$ cat src/rtl/rets_pkg.sv
// Shared types, character codes and character-class helpers for the escape token scanner.
`timescale 1ns / 1ps

package rets_pkg;

  localparam int unsigned ChW = 21;

  // Scan phases
  typedef enum logic [3:0] {
    M_IDLE      = 4'd0,
    M_ESC0      = 4'd1,
    M_ESCD      = 4'd2,
    M_GRP_FIRST = 4'd3,
    M_GRP_BODY  = 4'd4,
    M_GRP_U     = 4'd5,
    M_GRP_HEX   = 4'd6,
    M_CNT_FIRST = 4'd7,
    M_CNT_INT   = 4'd8,
    M_CNT_FRAC  = 4'd9,
    M_CP_FIRST  = 4'd10,
    M_CP_ZEROS  = 4'd11,
    M_CP_AFTER1 = 4'd12,
    M_CP_DIG    = 4'd13
  } mode_e;

  // Status codes
  localparam logic [1:0] ST_PEND   = 2'd0;
  localparam logic [1:0] ST_ACCEPT = 2'd1;
  localparam logic [1:0] ST_REJECT = 2'd2;
  localparam logic [1:0] ST_IDLE   = 2'd3;

  // Token kinds
  localparam logic [1:0] KIND_NULL  = 2'd0;
  localparam logic [1:0] KIND_GROUP = 2'd1;
  localparam logic [1:0] KIND_COUNT = 2'd2;
  localparam logic [1:0] KIND_CP    = 2'd3;

  // Enable bits
  localparam int unsigned EN_NULL  = 0;
  localparam int unsigned EN_GROUP = 1;
  localparam int unsigned EN_COUNT = 2;
  localparam int unsigned EN_CP    = 3;

  // Digit limits of a code point and of a group's u escape
  localparam logic [2:0] CP_LIMIT_LONG  = 3'd5;
  localparam logic [2:0] CP_LIMIT_SHORT = 3'd4;
  localparam logic [2:0] U_ESC_DIGITS   = 3'd4;

  localparam logic [ChW-1:0] CH_EOI    = 21'h00;
  localparam logic [ChW-1:0] CH_BSLASH = 21'h5C;
  localparam logic [ChW-1:0] CH_ZERO   = 21'h30;
  localparam logic [ChW-1:0] CH_ONE    = 21'h31;
  localparam logic [ChW-1:0] CH_NINE   = 21'h39;
  localparam logic [ChW-1:0] CH_LT     = 21'h3C;
  localparam logic [ChW-1:0] CH_GT     = 21'h3E;
  localparam logic [ChW-1:0] CH_LBRACE = 21'h7B;
  localparam logic [ChW-1:0] CH_RBRACE = 21'h7D;
  localparam logic [ChW-1:0] CH_COMMA  = 21'h2C;
  localparam logic [ChW-1:0] CH_LC_U   = 21'h75;
  localparam logic [ChW-1:0] CH_LC_A   = 21'h61;
  localparam logic [ChW-1:0] CH_LC_F   = 21'h66;
  localparam logic [ChW-1:0] CH_LC_Z   = 21'h7A;
  localparam logic [ChW-1:0] CH_UC_A   = 21'h41;
  localparam logic [ChW-1:0] CH_UC_F   = 21'h46;
  localparam logic [ChW-1:0] CH_UC_Z   = 21'h5A;
  localparam logic [ChW-1:0] CH_DOLLAR = 21'h24;
  localparam logic [ChW-1:0] CH_UNDER  = 21'h5F;

  typedef struct packed {
    mode_e      mode;
    logic [2:0] dc;
    logic       sl;
    logic [3:0] en;
  } scan_state_t;

  function automatic logic is_dec(input logic [ChW-1:0] c);
    return (c >= CH_ZERO) && (c <= CH_NINE);
  endfunction

  function automatic logic is_hex(input logic [ChW-1:0] c);
    return is_dec(c) || ((c >= CH_LC_A) && (c <= CH_LC_F)) ||
           ((c >= CH_UC_A) && (c <= CH_UC_F));
  endfunction

  function automatic logic is_word(input logic [ChW-1:0] c);
    return is_dec(c) || ((c >= CH_LC_A) && (c <= CH_LC_Z)) ||
           ((c >= CH_UC_A) && (c <= CH_UC_Z)) || (c == CH_DOLLAR) || (c == CH_UNDER);
  endfunction

endpackage

$ cat src/rtl/rets_step.sv
// Next-state and result logic for one character of the escape token scanner.
`timescale 1ns / 1ps

module rets_step (
  input  logic                     start_i,
  input  logic [rets_pkg::ChW-1:0] ch_i,
  input  logic [3:0]               mask_i,
  input  rets_pkg::scan_state_t    cur_i,
  output rets_pkg::scan_state_t    nxt_o,
  output logic [1:0]               status_o,
  output logic [1:0]               kind_o
);
  import rets_pkg::*;

  always_comb begin
    mode_e      mode_v;
    logic [2:0] dc_v;
    logic       sl_v;
    logic       done;
    logic       cnt_fail;
    logic [2:0] limit;

    mode_v   = cur_i.mode;
    dc_v     = cur_i.dc;
    sl_v     = cur_i.sl;
    done     = 1'b0;
    cnt_fail = 1'b0;
    limit    = CP_LIMIT_LONG;
    status_o = ST_IDLE;
    kind_o   = KIND_NULL;
    nxt_o    = cur_i;

    if (start_i) begin
      nxt_o.en = mask_i;
      nxt_o.dc = '0;
      nxt_o.sl = 1'b0;
      if (ch_i == CH_BSLASH && mask_i[EN_NULL]) begin
        nxt_o.mode = M_ESC0;
      end else if (ch_i == CH_LT && mask_i[EN_GROUP]) begin
        nxt_o.mode = M_GRP_FIRST;
      end else if (ch_i == CH_LBRACE && mask_i[EN_COUNT]) begin
        nxt_o.mode = M_CNT_FIRST;
      end else if (ch_i == CH_LBRACE && mask_i[EN_CP]) begin
        nxt_o.mode = M_CP_FIRST;
      end else begin
        nxt_o.mode = M_IDLE;
      end
      status_o = (nxt_o.mode == M_IDLE) ? ST_REJECT : ST_PEND;
    end else if (cur_i.mode == M_IDLE) begin
      status_o = ST_IDLE;
    end else begin
      // At most four phases chain on one character: count fail, first, zeros, digits.
      for (int i = 0; i < 4; i++) begin
        if (!done) begin
          done     = 1'b1;
          cnt_fail = 1'b0;
          limit    = sl_v ? CP_LIMIT_SHORT : CP_LIMIT_LONG;
          unique case (mode_v)
            M_ESC0: begin
              if (ch_i == CH_ZERO) begin
                mode_v = M_ESCD; status_o = ST_PEND;
              end else begin
                mode_v = M_IDLE; status_o = ST_REJECT;
              end
            end
            M_ESCD: begin
              mode_v = M_IDLE;
              if (is_dec(ch_i)) begin
                status_o = ST_REJECT;
              end else begin
                status_o = ST_ACCEPT; kind_o = KIND_NULL;
              end
            end
            M_GRP_FIRST: begin
              if (ch_i == CH_GT) begin
                mode_v = M_IDLE; status_o = ST_REJECT;
              end else begin
                mode_v = M_GRP_BODY; done = 1'b0;
              end
            end
            M_GRP_BODY: begin
              if (ch_i == CH_EOI) begin
                mode_v = M_IDLE; status_o = ST_REJECT;
              end else if (ch_i == CH_GT) begin
                mode_v = M_IDLE; status_o = ST_ACCEPT; kind_o = KIND_GROUP;
              end else if (is_word(ch_i)) begin
                status_o = ST_PEND;
              end else if (ch_i == CH_BSLASH) begin
                mode_v = M_GRP_U; status_o = ST_PEND;
              end else begin
                mode_v = M_IDLE; status_o = ST_REJECT;
              end
            end
            M_GRP_U: begin
              if (ch_i != CH_LC_U) begin
                mode_v = M_IDLE; status_o = ST_REJECT;
              end else begin
                dc_v = '0; mode_v = M_GRP_HEX; status_o = ST_PEND;
              end
            end
            M_GRP_HEX: begin
              if (!is_hex(ch_i)) begin
                mode_v = M_IDLE; status_o = ST_REJECT;
              end else begin
                dc_v = dc_v + 3'd1;
                if (dc_v >= U_ESC_DIGITS) begin
                  dc_v = '0; mode_v = M_GRP_BODY;
                end
                status_o = ST_PEND;
              end
            end
            M_CNT_FIRST: begin
              if (is_dec(ch_i)) begin
                mode_v = M_CNT_INT; status_o = ST_PEND;
              end else begin
                cnt_fail = 1'b1;
              end
            end
            M_CNT_INT: begin
              if (is_dec(ch_i)) begin
                status_o = ST_PEND;
              end else if (ch_i == CH_COMMA) begin
                mode_v = M_CNT_FRAC; status_o = ST_PEND;
              end else if (ch_i == CH_RBRACE) begin
                mode_v = M_IDLE; status_o = ST_ACCEPT; kind_o = KIND_COUNT;
              end else begin
                cnt_fail = 1'b1;
              end
            end
            M_CNT_FRAC: begin
              if (is_dec(ch_i)) begin
                status_o = ST_PEND;
              end else if (ch_i == CH_RBRACE) begin
                mode_v = M_IDLE; status_o = ST_ACCEPT; kind_o = KIND_COUNT;
              end else begin
                cnt_fail = 1'b1;
              end
            end
            M_CP_FIRST: begin
              if (!is_hex(ch_i)) begin
                mode_v = M_IDLE; status_o = ST_REJECT;
              end else begin
                mode_v = M_CP_ZEROS; done = 1'b0;
              end
            end
            M_CP_ZEROS: begin
              if (ch_i == CH_ZERO) begin
                status_o = ST_PEND;
              end else begin
                dc_v = '0;
                if (ch_i == CH_ONE) begin
                  sl_v = 1'b1; mode_v = M_CP_AFTER1; status_o = ST_PEND;
                end else begin
                  sl_v = 1'b0; mode_v = M_CP_DIG; done = 1'b0;
                end
              end
            end
            M_CP_AFTER1: begin
              mode_v = M_CP_DIG;
              if (ch_i == CH_ZERO) begin
                status_o = ST_PEND;
              end else begin
                done = 1'b0;
              end
            end
            M_CP_DIG: begin
              if (dc_v >= limit) begin
                mode_v = M_IDLE;
                if (ch_i == CH_RBRACE) begin
                  status_o = ST_ACCEPT; kind_o = KIND_CP;
                end else begin
                  status_o = ST_REJECT;
                end
              end else if (ch_i == CH_EOI) begin
                mode_v = M_IDLE; status_o = ST_REJECT;
              end else if (ch_i == CH_RBRACE) begin
                mode_v = M_IDLE;
                if (dc_v != 3'd0) begin
                  status_o = ST_ACCEPT; kind_o = KIND_CP;
                end else begin
                  status_o = ST_REJECT;
                end
              end else if (!is_hex(ch_i)) begin
                mode_v = M_IDLE; status_o = ST_REJECT;
              end else begin
                dc_v = dc_v + 3'd1; status_o = ST_PEND;
              end
            end
            default: begin
              mode_v = M_IDLE; status_o = ST_IDLE;
            end
          endcase
          // Fall into the code point check at the same character, no rewind
          if (cnt_fail) begin
            if (!cur_i.en[EN_CP]) begin
              mode_v = M_IDLE; status_o = ST_REJECT;
            end else begin
              mode_v = M_CP_FIRST; done = 1'b0;
            end
          end
        end
      end
      nxt_o.mode = mode_v;
      nxt_o.dc   = dc_v;
      nxt_o.sl   = sl_v;
    end
  end

endmodule

$ cat src/rtl/regex_escape_token_scanner.sv
// Top level of the regex escape token scanner: input register, step logic, result register.
// Path: the input register holds the character, the step logic decides on it, and the result
//   register takes the decision when the output is free or being drained.
// Throughput: one character per cycle unless the output stalls; input and result registers
//   run as a two-stage pipeline, and scan state updates as the input register drains.
// Reset: rst_ni asynchronous active low; clears both valid flags and returns the scan
//   to idle with zero digit count, limit flag and enables.
`timescale 1ns / 1ps

module regex_escape_token_scanner (
  input  logic        clk_i,
  input  logic        rst_ni,
  input  logic        s_axis_tvalid,
  output logic        s_axis_tready,
  input  logic [31:0] s_axis_tdata,   // [20:0] ch, [24:21] valid_mask, rest zero
  input  logic [0:0]  s_axis_tuser,   // [0] start_req
  output logic        m_axis_tvalid,
  input  logic        m_axis_tready,
  output logic [7:0]  m_axis_tdata,   // [1:0] status, rest zero
  output logic [1:0]  m_axis_tuser    // [1:0] token_kind
);
  import rets_pkg::*;

  logic             in_valid_q;
  logic             start_q;
  logic [ChW-1:0]   ch_q;
  logic [3:0]       mask_q;
  logic             out_valid_q;
  logic [1:0]       status_q, status_d;
  logic [1:0]       kind_q, kind_d;
  scan_state_t      state_q, state_d;
  logic             advance;

  assign advance       = in_valid_q && (!out_valid_q || m_axis_tready);
  assign s_axis_tready = !in_valid_q || advance;

  rets_step u_step (
    .start_i  (start_q),
    .ch_i     (ch_q),
    .mask_i   (mask_q),
    .cur_i    (state_q),
    .nxt_o    (state_d),
    .status_o (status_d),
    .kind_o   (kind_d)
  );

  always_ff @(posedge clk_i or negedge rst_ni) begin
    if (!rst_ni) begin
      in_valid_q  <= 1'b0;
      out_valid_q <= 1'b0;
      state_q     <= '{mode: M_IDLE, dc: '0, sl: 1'b0, en: '0};
    end else begin
      if (s_axis_tvalid && s_axis_tready) begin
        in_valid_q <= 1'b1;
      end else if (advance) begin
        in_valid_q <= 1'b0;
      end
      if (advance) begin
        out_valid_q <= 1'b1;
        state_q     <= state_d;
      end else if (m_axis_tready) begin
        out_valid_q <= 1'b0;
      end
    end
  end

  // Payload registers
  always_ff @(posedge clk_i) begin
    if (s_axis_tvalid && s_axis_tready) begin
      start_q <= s_axis_tuser[0];
      ch_q    <= s_axis_tdata[ChW-1:0];
      mask_q  <= s_axis_tdata[ChW+3:ChW];
    end
    if (advance) begin
      status_q <= status_d;
      kind_q   <= kind_d;
    end
  end

  assign m_axis_tvalid = out_valid_q;
  assign m_axis_tdata  = {6'd0, status_q};
  assign m_axis_tuser  = kind_q;

  // Kind is only reported with an accept
  a_kind_only_on_accept: assert property (@(posedge clk_i) disable iff (!rst_ni)
    (m_axis_tvalid && m_axis_tuser != KIND_NULL) |-> (m_axis_tdata[1:0] == ST_ACCEPT))
    else $error("token kind set without accept");

  // A non-start character while idle yields idle status
  a_idle_stays_idle: assert property (@(posedge clk_i) disable iff (!rst_ni)
    (advance && !start_q && state_q.mode == M_IDLE) |=>
      (status_q == ST_IDLE && state_q.mode == M_IDLE))
    else $error("idle scan produced non-idle result");

  // Digit counter never passes the long code point limit
  a_dc_bound: assert property (@(posedge clk_i) disable iff (!rst_ni)
    state_q.dc <= CP_LIMIT_LONG)
    else $error("digit count out of range");

  // Accept or reject always returns the scan to idle
  a_done_to_idle: assert property (@(posedge clk_i) disable iff (!rst_ni)
    (advance && !start_q && (status_d == ST_ACCEPT || status_d == ST_REJECT)) |=>
      (state_q.mode == M_IDLE))
    else $error("scan not idle after decision");

endmodule
$ cat config.mk
export PLATFORM = sky130hd
export DESIGN_NAME = regex_escape_token_scanner
export DESIGN_NICKNAME = d
export VERILOG_FILES = /design/src/rtl/rets_pkg.sv /design/src/rtl/rets_step.sv /design/src/rtl/regex_escape_token_scanner.sv
export SDC_FILE = /design/constraint.sdc
export NUM_CORES = 1
export LEC_CHECK = 0
export BUFFER_PORTS_ARGS = -buffer_cell sky130_fd_sc_hd__buf_2
export CORE_ASPECT_RATIO = 0.75
export CORE_MARGIN = 8
export CORE_UTILIZATION = 64
export DETAILED_ROUTE_END_ITERATION = 10
export HOLD_SLACK_MARGIN = 0.12
export PLACE_DENSITY = 0.95
export SLEW_MARGIN = 20
export SYNTH_ARGS = -nofsm -noshare
export SYNTH_HDL_FRONTEND = slang
export SYNTH_HIERARCHICAL = 1
export SYNTH_SLANG_ARGS = --single-unit
$ cat constraint.sdc
create_clock -name clk_i -period 14.45 [get_ports clk_i]
set_clock_uncertainty 0.1 [all_clocks]
set_input_delay 2.89 -clock clk_i [delete_from_list [all_inputs] [get_ports clk_i]]
set_output_delay 2.89 -clock clk_i [all_outputs]
set_load 0.02 [all_outputs]
# After elaboration in Yosys (flattened, before gate mapping)
# Cells that the tools add are included.
[word_totals]
regBits = 44
inputBits = 37
out_inout_bits = 12
word_cells = 477
[classes]
add_sub_neg = 4
n_lt_le_gt_ge = 16
eq_ne = 64
muxes = 349
reduce_logical = 33
[ops]
columns = ["op", "n"]
rows = [
  ["two-way mux 4 bit", 80],
  ["two-way mux 2 bit", 136],
  ["case mux 4 bit (12 select lines)", 4],
  ["two-way mux 3 bit", 44],
  ["== test 21 x 6 -> 1 bit (second input constant)", 6],
  ["case mux 2 bit (13 select lines)", 4],
  ["== test 4 bit (second input constant)", 24],
  ["== test 21 x 7 -> 1 bit (second input constant)", 4],
  ["less-or-equal comparator 21 x 7 -> 1 bit (second input constant)", 4],
  ["== test 4 x 3 -> 1 bit (second input constant)", 16],
  ["two-way mux 1 bit", 64],
  ["case mux 3 bit (4 select lines)", 4],
  ["greater-or-equal comparator 21 x 7 -> 1 bit (second input constant)", 2],
  ["== test 4 x 2 -> 1 bit (second input constant)", 8],
  ["case mux 2 bit (5 select lines)", 3],
  ["greater-or-equal comparator 21 x 6 -> 1 bit (second input constant)", 1],
  ["less-or-equal comparator 21 x 6 -> 1 bit (second input constant)", 1],
  ["logical NOT 21 bit", 1],
  ["inequality test 21 x 7 -> 1 bit (second input constant)", 1],
  ["== test 4 x 1 -> 1 bit (second input constant)", 4],
  ["two-way mux 8 bit", 2],
  ["adder 3 x 1 -> 3 bit (second input constant)", 4],
  ["greater-or-equal comparator 3 bit", 4],
  ["greater-or-equal comparator 3 bit (second input constant)", 4],
  ["12 further kinds", 41],
]

# Longest topological paths before layout
# Gate-level depths: netlist of run 1.
[logic_depth]
depth_word = 44
ltp_mapped = 30
mapped_depth_nobuf = 28

# Hierarchy
# The synthesis of run 1 kept the hierarchy.
[modules_own_cells]
columns = ["module", "n_inst", "cells_each", "area_per_inst_um2", "seq_area_each_um2"]
rows = [
  ["rets_step", 1, 373, 2479.9, 0.0],
  ["regex_escape_token_scanner", 1, 71, 1545.2, 1251.2],
]

# Worst setup path after synthesis of run 1
# No wires, ideal clock.
[synth_timing]
kind = "input port to output port"
from = "in m_axis_tready"
to = "out s_axis_tready"
arrival_ps = 3168
path_slack_ps = 8292
cell_stages = 1
n_path_buf = 0
path_cell_list = "nand3b_1"
[synth_between]
elab_chain_cells = 3
[synth_rtl]
columns = ["element", "line", "text"]
rows = [
  ["start: declaration", "regex_escape_token_scanner.sv:18", "input logic m_axis_tready,"],
  ["logical OR 1 bit", "regex_escape_token_scanner.sv:34", "assign advance = in_valid_q && (!out_valid_q || m_axis_tready);"],
  ["logical AND 1 bit", "regex_escape_token_scanner.sv:34", ""],
  ["logical OR 1 bit", "regex_escape_token_scanner.sv:35", "assign s_axis_tready = !in_valid_q || advance;"],
  ["end: declaration", "regex_escape_token_scanner.sv:14", "output logic s_axis_tready,"],
]
# Every way passes these cells.

==> metrics.yaml, run 1 <==
clock_network:
  cts_buffers: 5
  post_cts_buffers: 0
  clockBufferDepth: 2
  htree_levels: 2
  clkTransAtPathRegs_ps: 80
  clock_latency_ps: 300
  cts_tree: "built"
  clock_sinks: 41
  cts-root-buf: "clkbuf_8"
  hold_buffers: 0
  cts-resized-gates: 0
pwr:
  p_leak_nw: 1.53
  netSwitchingFraction_pct: 25.0
  switchingPower_mw: 0.0655
  p_per_area_mw_per_mm2: 63.6
  p_int_mw: 0.196
  seqPwrFrac_pct: 55.0
  pwr-share-clk_pct: 35.1
  combPwrFrac_pct: 9.9
  peakVddDrop_uv: 72.3
floorplan:
  start_util_pct: 66.5
  dieArea_mm2: 0.00882
  num_io_pins: 49
  die_h_um: 83.4
  rows: 24
  fp.coreArea_mm2: 0.00583
  die_w_um: 106
route:
  final_antenna_net_count: 0
  wirelength_um: 11400
  num_vias: 3867
  avgViaCountPerCell: 7.26
  drc: 0
  drtIter0Drc: 654
  drtPass1Iterations: 5
  routedWlPerCell_um: 21.4
critical_path:
  endpoint_kind: "flop"
  worstPathArrival_ps: 6450
  criticalPathCategory: "reg -> reg"
  worstPathMaxFanout: 7
  critPathSlowestCell: "or4_4"
  cp-start-kind: "flop"
  worst-path-buf-inv: 3
  worst-path-stages: 25
  critPathTopFamily: "simple AND/OR/NAND/NOR gates"
  crit_required_ps: 14540
  worstRegToRegCells: 25
  crit_path_max_incr_delay_ps: 590
sta:
  fin_crit_sh_pct: 44.0
  setup_viol: 0
  tightest_slew_ps: 966
  fmaxAchievable_ghz: 0.157
  fin_hold_ws_ps: 454
  setup_tns_ps: 0
  drv_slew: 0
  hold_viol_final: 0
  rsz0062_at_grt: "false"
  relSlewSlack_pct: 35.0
  final.setup.worst_slack_ps: 8090
  fin_crit_ps: 6360
synthesis:
  postSynthAreaPerCell_um2: 8.90
  synthesis.instances: 435
  syn_area_mm2: 0.00387
  yosys_warnings: 6
layout:
  area_growth_pct: 6.33
  diodes: 0
  mostFrequentLayoutCells: "buf_2, nor2_1, nand2_1"
  drive_gt1_share_pct: 22.6
  fin_nets: 499
  fill_cells: 438
global_routing:
  grt_pass1_vias: 3608
  antenna_found_initial: 0
  grt_pass1_wl_um: 18500
  gr-total-overflow: 0
  grt_max_degree: 27
  grt_usage_pct: 25.5
status:
  status: "complete, no violations"
place:
  routabilityCongestion: 1.01
  io_buffer_count: 35
  hpwl_um: 8630
  place_ws_ps: 8110
hold_path:
  whs_path_depth: 1
  hold_path.class: "reg -> reg"
flow_run:
  cap_violations: 0
## registers in the layout, summed over array words and instances (netlist names)
register,cells
in_valid_q,1
state_q,9
m_axis_tvalid,1
status_q,2
mask_q,4
m_axis_tuser,2
ch_q,21
start_q,1
## final timing paths
kind                            slack [ps]       start       endpoint
worst min register to register         450  in_valid_q  m_axis_tvalid
min in group asynchronous             2350      rst_ni     state_q[7]
worst max-delay path                  8090    ch_q[15]     state_q[7]
worst min-delay path                   450  in_valid_q  m_axis_tvalid
max in group asynchronous            11690      rst_ni     state_q[8]
worst max register to register        8090    ch_q[15]     state_q[7]
## power groups by stage
stage	combinational, mW	sequential [mW]	clock, mW
global placement	0.0245	0.146	0
detailed placement	0.0256	0.146	0
global route	0.0278	0.145	0.0959
floorplan	0.0219	0.143	0
finish	0.0259	0.144	0.0920
CTS	0.0257	0.144	0.0914
## layout make-up
type | count | area [µm²] | share of cell area [%]
clock buffer | 5 | 68.8 | 1.67
multi-input combinational | 354 | 2480 | 60.2
sequential | 41 | 1180 | 28.6
tap | 78 | 97.6 | 2.37
timing repair buffer | 39 | 205 | 4.98
clock inverter | 3 | 41.3 | 1.00
inverter | 13 | 50.0 | 1.22
## per-layer routing
metal	vias to the layer above	GRT usage (%)	part of all wire, %
met5	-	0	0
met2	349	36.9	42
met4	0	7.90	2.5
met3	46	7.41	15
met1	1783	35.3	41
li1	1689	-	-
## worst register-to-register path, delay by kind of cell (launching register included)
kind | cells | cell delay (ps)
AOI/OAI and AO/OA | 10 | 2190
adders and majority gates | 3 | 760
buffers and inverters | 3 | 280
DFF | 1 | 440
muxes | 1 | 270
and+or+nand+nor | 8 | 2240
## stage by stage
stage | total power [mW] | util [%] | instance area (µm²) | instances
3_3_place_gp | 0.170 | 68.8 | 4010 | 525
2_1_floorplan | 0.165 | - | 3890 | 440
6_report | 0.262 | 70.7 | 4120 | 533
4_1_cts | 0.261 | 70.6 | 4120 | 533
5_1_grt | 0.269 | 70.7 | 4120 | 533
3_5_place_dp | 0.172 | 68.8 | 4010 | 525
Power figures use the tool's default switching activity.
==> run 2: changes to the inputs <==
--- a/config.mk
+++ b/config.mk
@@ -8,10 +8,10 @@
 export BUFFER_PORTS_ARGS = -buffer_cell sky130_fd_sc_hd__buf_2
 export CORE_ASPECT_RATIO = 0.75
 export CORE_MARGIN = 8
-export CORE_UTILIZATION = 64
+export CORE_UTILIZATION = 60
 export DETAILED_ROUTE_END_ITERATION = 10
 export HOLD_SLACK_MARGIN = 0.12
-export PLACE_DENSITY = 0.95
+export PLACE_DENSITY = 0.92
 export SLEW_MARGIN = 20
 export SYNTH_ARGS = -nofsm -noshare
 export SYNTH_HDL_FRONTEND = slang
==> constraint.sdc (replaced) <==
create_clock -name clk_i -period 6.04 [get_ports clk_i]
set_clock_uncertainty 0.1 [all_clocks]
set_input_delay 1.208 -clock clk_i [delete_from_list [all_inputs] [get_ports clk_i]]
set_output_delay 1.208 -clock clk_i [all_outputs]
set_load 0.02 [all_outputs]
==> metrics.yaml, run 2 (synthesis gave the netlist of run 1 again) <==
floorplan:
  start_util_pct: 61.6  # -4.9 points
  num_io_pins: 49  # unchanged
  dieArea_mm2: 0.00931  # +5.5%
  fp.coreArea_mm2: 0.00629  # +7.9%
  die_h_um: 85.6  # +2.7%
  die_w_um: 109  # +2.8%
  rows: 25  # +4.2%
layout:
  largest_reg_flops: 21  # unchanged
  drive_gt1_share_pct: 24.8  # +2.2 points
  fin_cells: 548  # +2.8%
  area_growth_pct: 8.92
  fill_cells: 499  # +14%
  fin_nets: 511  # +2.4%
  mostFrequentLayoutCells: "buf_2, nor2_1, nand2_1"
  top_regs: "ch_q: 21 flops, state_q: 9 flops, mask_q: 4 flops"
  regMostFlops: "ch_q"
  final_core_utilization_pct: 67.1  # -3.6 points
  diodes: 0  # unchanged
route:
  routedWlPerCell_um: 21.5  # +0.52%
  drtPass1Iterations: 6  # +1
  drc: 0  # unchanged
  num_vias: 3808  # -1.5%
  avgViaCountPerCell: 6.95  # -4.2%
  final_antenna_net_count: 0  # unchanged
  wirelength_um: 11800  # +3.4%
  drtIter0Drc: 496  # -24%
global_routing:
  grt_usage_pct: 24.8  # -0.66 points
  grt_pass1_wl_um: 18100  # -1.8%
  antenna_found_initial: 0  # unchanged
  grt_pass1_vias: 3480  # -3.5%
  gr-total-overflow: 0  # unchanged
  grt_max_degree: 27  # unchanged
place:
  dp.cells: 540  # +2.9%
  hpwl_um: 9270  # +7.3%
  io_buffer_count: 35  # unchanged
  routabilityCongestion: 1.02  # +0.69%
critical_path:
  worstPathArrival_ps: 5820  # -630 ps
  worstPathMaxFanout: 6  # -1
  crit_path_max_incr_delay_ps: 720  # +130 ps
  cp-start-kind: "flop"
  criticalPathCategory: "reg -> reg"
  crit_required_ps: 6130  # -8410 ps
  endpoint_kind: "flop"
  critPathSlowestCell: "or4_1"
sta:
  fin_crit_sh_pct: 94.9  # +51 points
  fmaxAchievable_ghz: 0.174  # +11%
  relSlewSlack_pct: 33.6  # -1.4 points
  tightest_slew_ps: 987  # +20.7 ps
  rsz0062_at_grt: "false"
  hold_viol_final: 0  # unchanged
  fin_crit_ps: 5730  # -628 ps
  setup_tns_ps: 0  # unchanged
  setup_viol: 0  # unchanged
  drv_slew: 0  # unchanged
status:
  status: "complete, no violations"
clock_network:
  clkTransAtPathRegs_ps: 80  # about the same
  cts_buffers: 5  # unchanged
  hold_buffers: 0  # unchanged
  post_cts_buffers: 0  # unchanged
  cts_tree: "built"
  clock_latency_ps: 290  # about the same
  cts-resized-gates: 0  # unchanged
  cts-root-buf: "clkbuf_8"
  clock_sinks: 41  # unchanged
  clockBufferDepth: 2  # unchanged
  htree_levels: 2  # unchanged
pwr:
  p_leak_nw: 1.59  # +4.2%
  peakVddDrop_uv: 166  # +130%
  p_per_area_mw_per_mm2: 149  # +130%
  power_mw: 0.628  # +140%
flow_run:
  cap_violations: 0  # unchanged
hold_path:
  hold_path.class: "reg -> reg"
==> run 2: path summary, 6_finish.rpt <==
kind	from	end	slack, ps	cells after the start
min reg2reg	in_valid_q	m_axis_tvalid	450	1
max in group asynchronous	rst_ni	state_q[3]	4980	1
min in group asynchronous	rst_ni	state_q[7]	660	1
min	in_valid_q	m_axis_tvalid	450	1
max reg2reg	ch_q[13]	state_q[7]	310	27
max	ch_q[13]	state_q[7]	310	27
==> run 2: power breakdown <==
part / switching, mW / internal, mW / total (mW)
combinational: 0.0383 / 0.0277 / 0.0660
clock: 0.0947 / 0.124 / 0.219
sequential: 0.0207 / 0.322 / 0.343
==> run 2: worst max-delay path: cells and delay by family, from the launching register on <==
kind	cells	cell delay (ps)
compound gates	11	1720
fa+ha+maj	3	650
buf+inv	3	190
flops	1	440
mux	1	270
simple gates	9	2250
==> run 2: metrics by stage <==
stage / hold WS [ps] / setup WS, ps / area [µm²]
2_1_floorplan: 379 / 669 / 3890
3_3_place_gp: 423 / 436 / 4100
3_5_place_dp: 434 / 376 / 4100
4_1_cts: 455 / 343 / 4210
5_1_grt: 469 / 21.8 / 4220
6_report: 451 / 306 / 4220
==> run 2: area by class of cell <==
type                            count  area [µm²]  share of cell area (%)
Multi-Input combinational cell    354        2480                    58.9
Timing Repair Buffer               51         295                    7.00
Clock buffer                        6        72.6                    1.72
Sequential cell                    41        1180                    27.9
Clock inverter                      2        38.8                   0.920
Tap cell                           81         101                    2.40
Inverter                           13        50.0                    1.19
==> run 2: layer usage <==
layer / GRT usage, % / wire [µm] / vias to the layer above
met1: 35.4 / 5070 / 1772
li1: - / - / 1714
met2: 35.2 / 4980 / 296
met4: 6.44 / 150 / 0
met5: 0 / 0 / -
met3: 7.57 / 1610 / 26
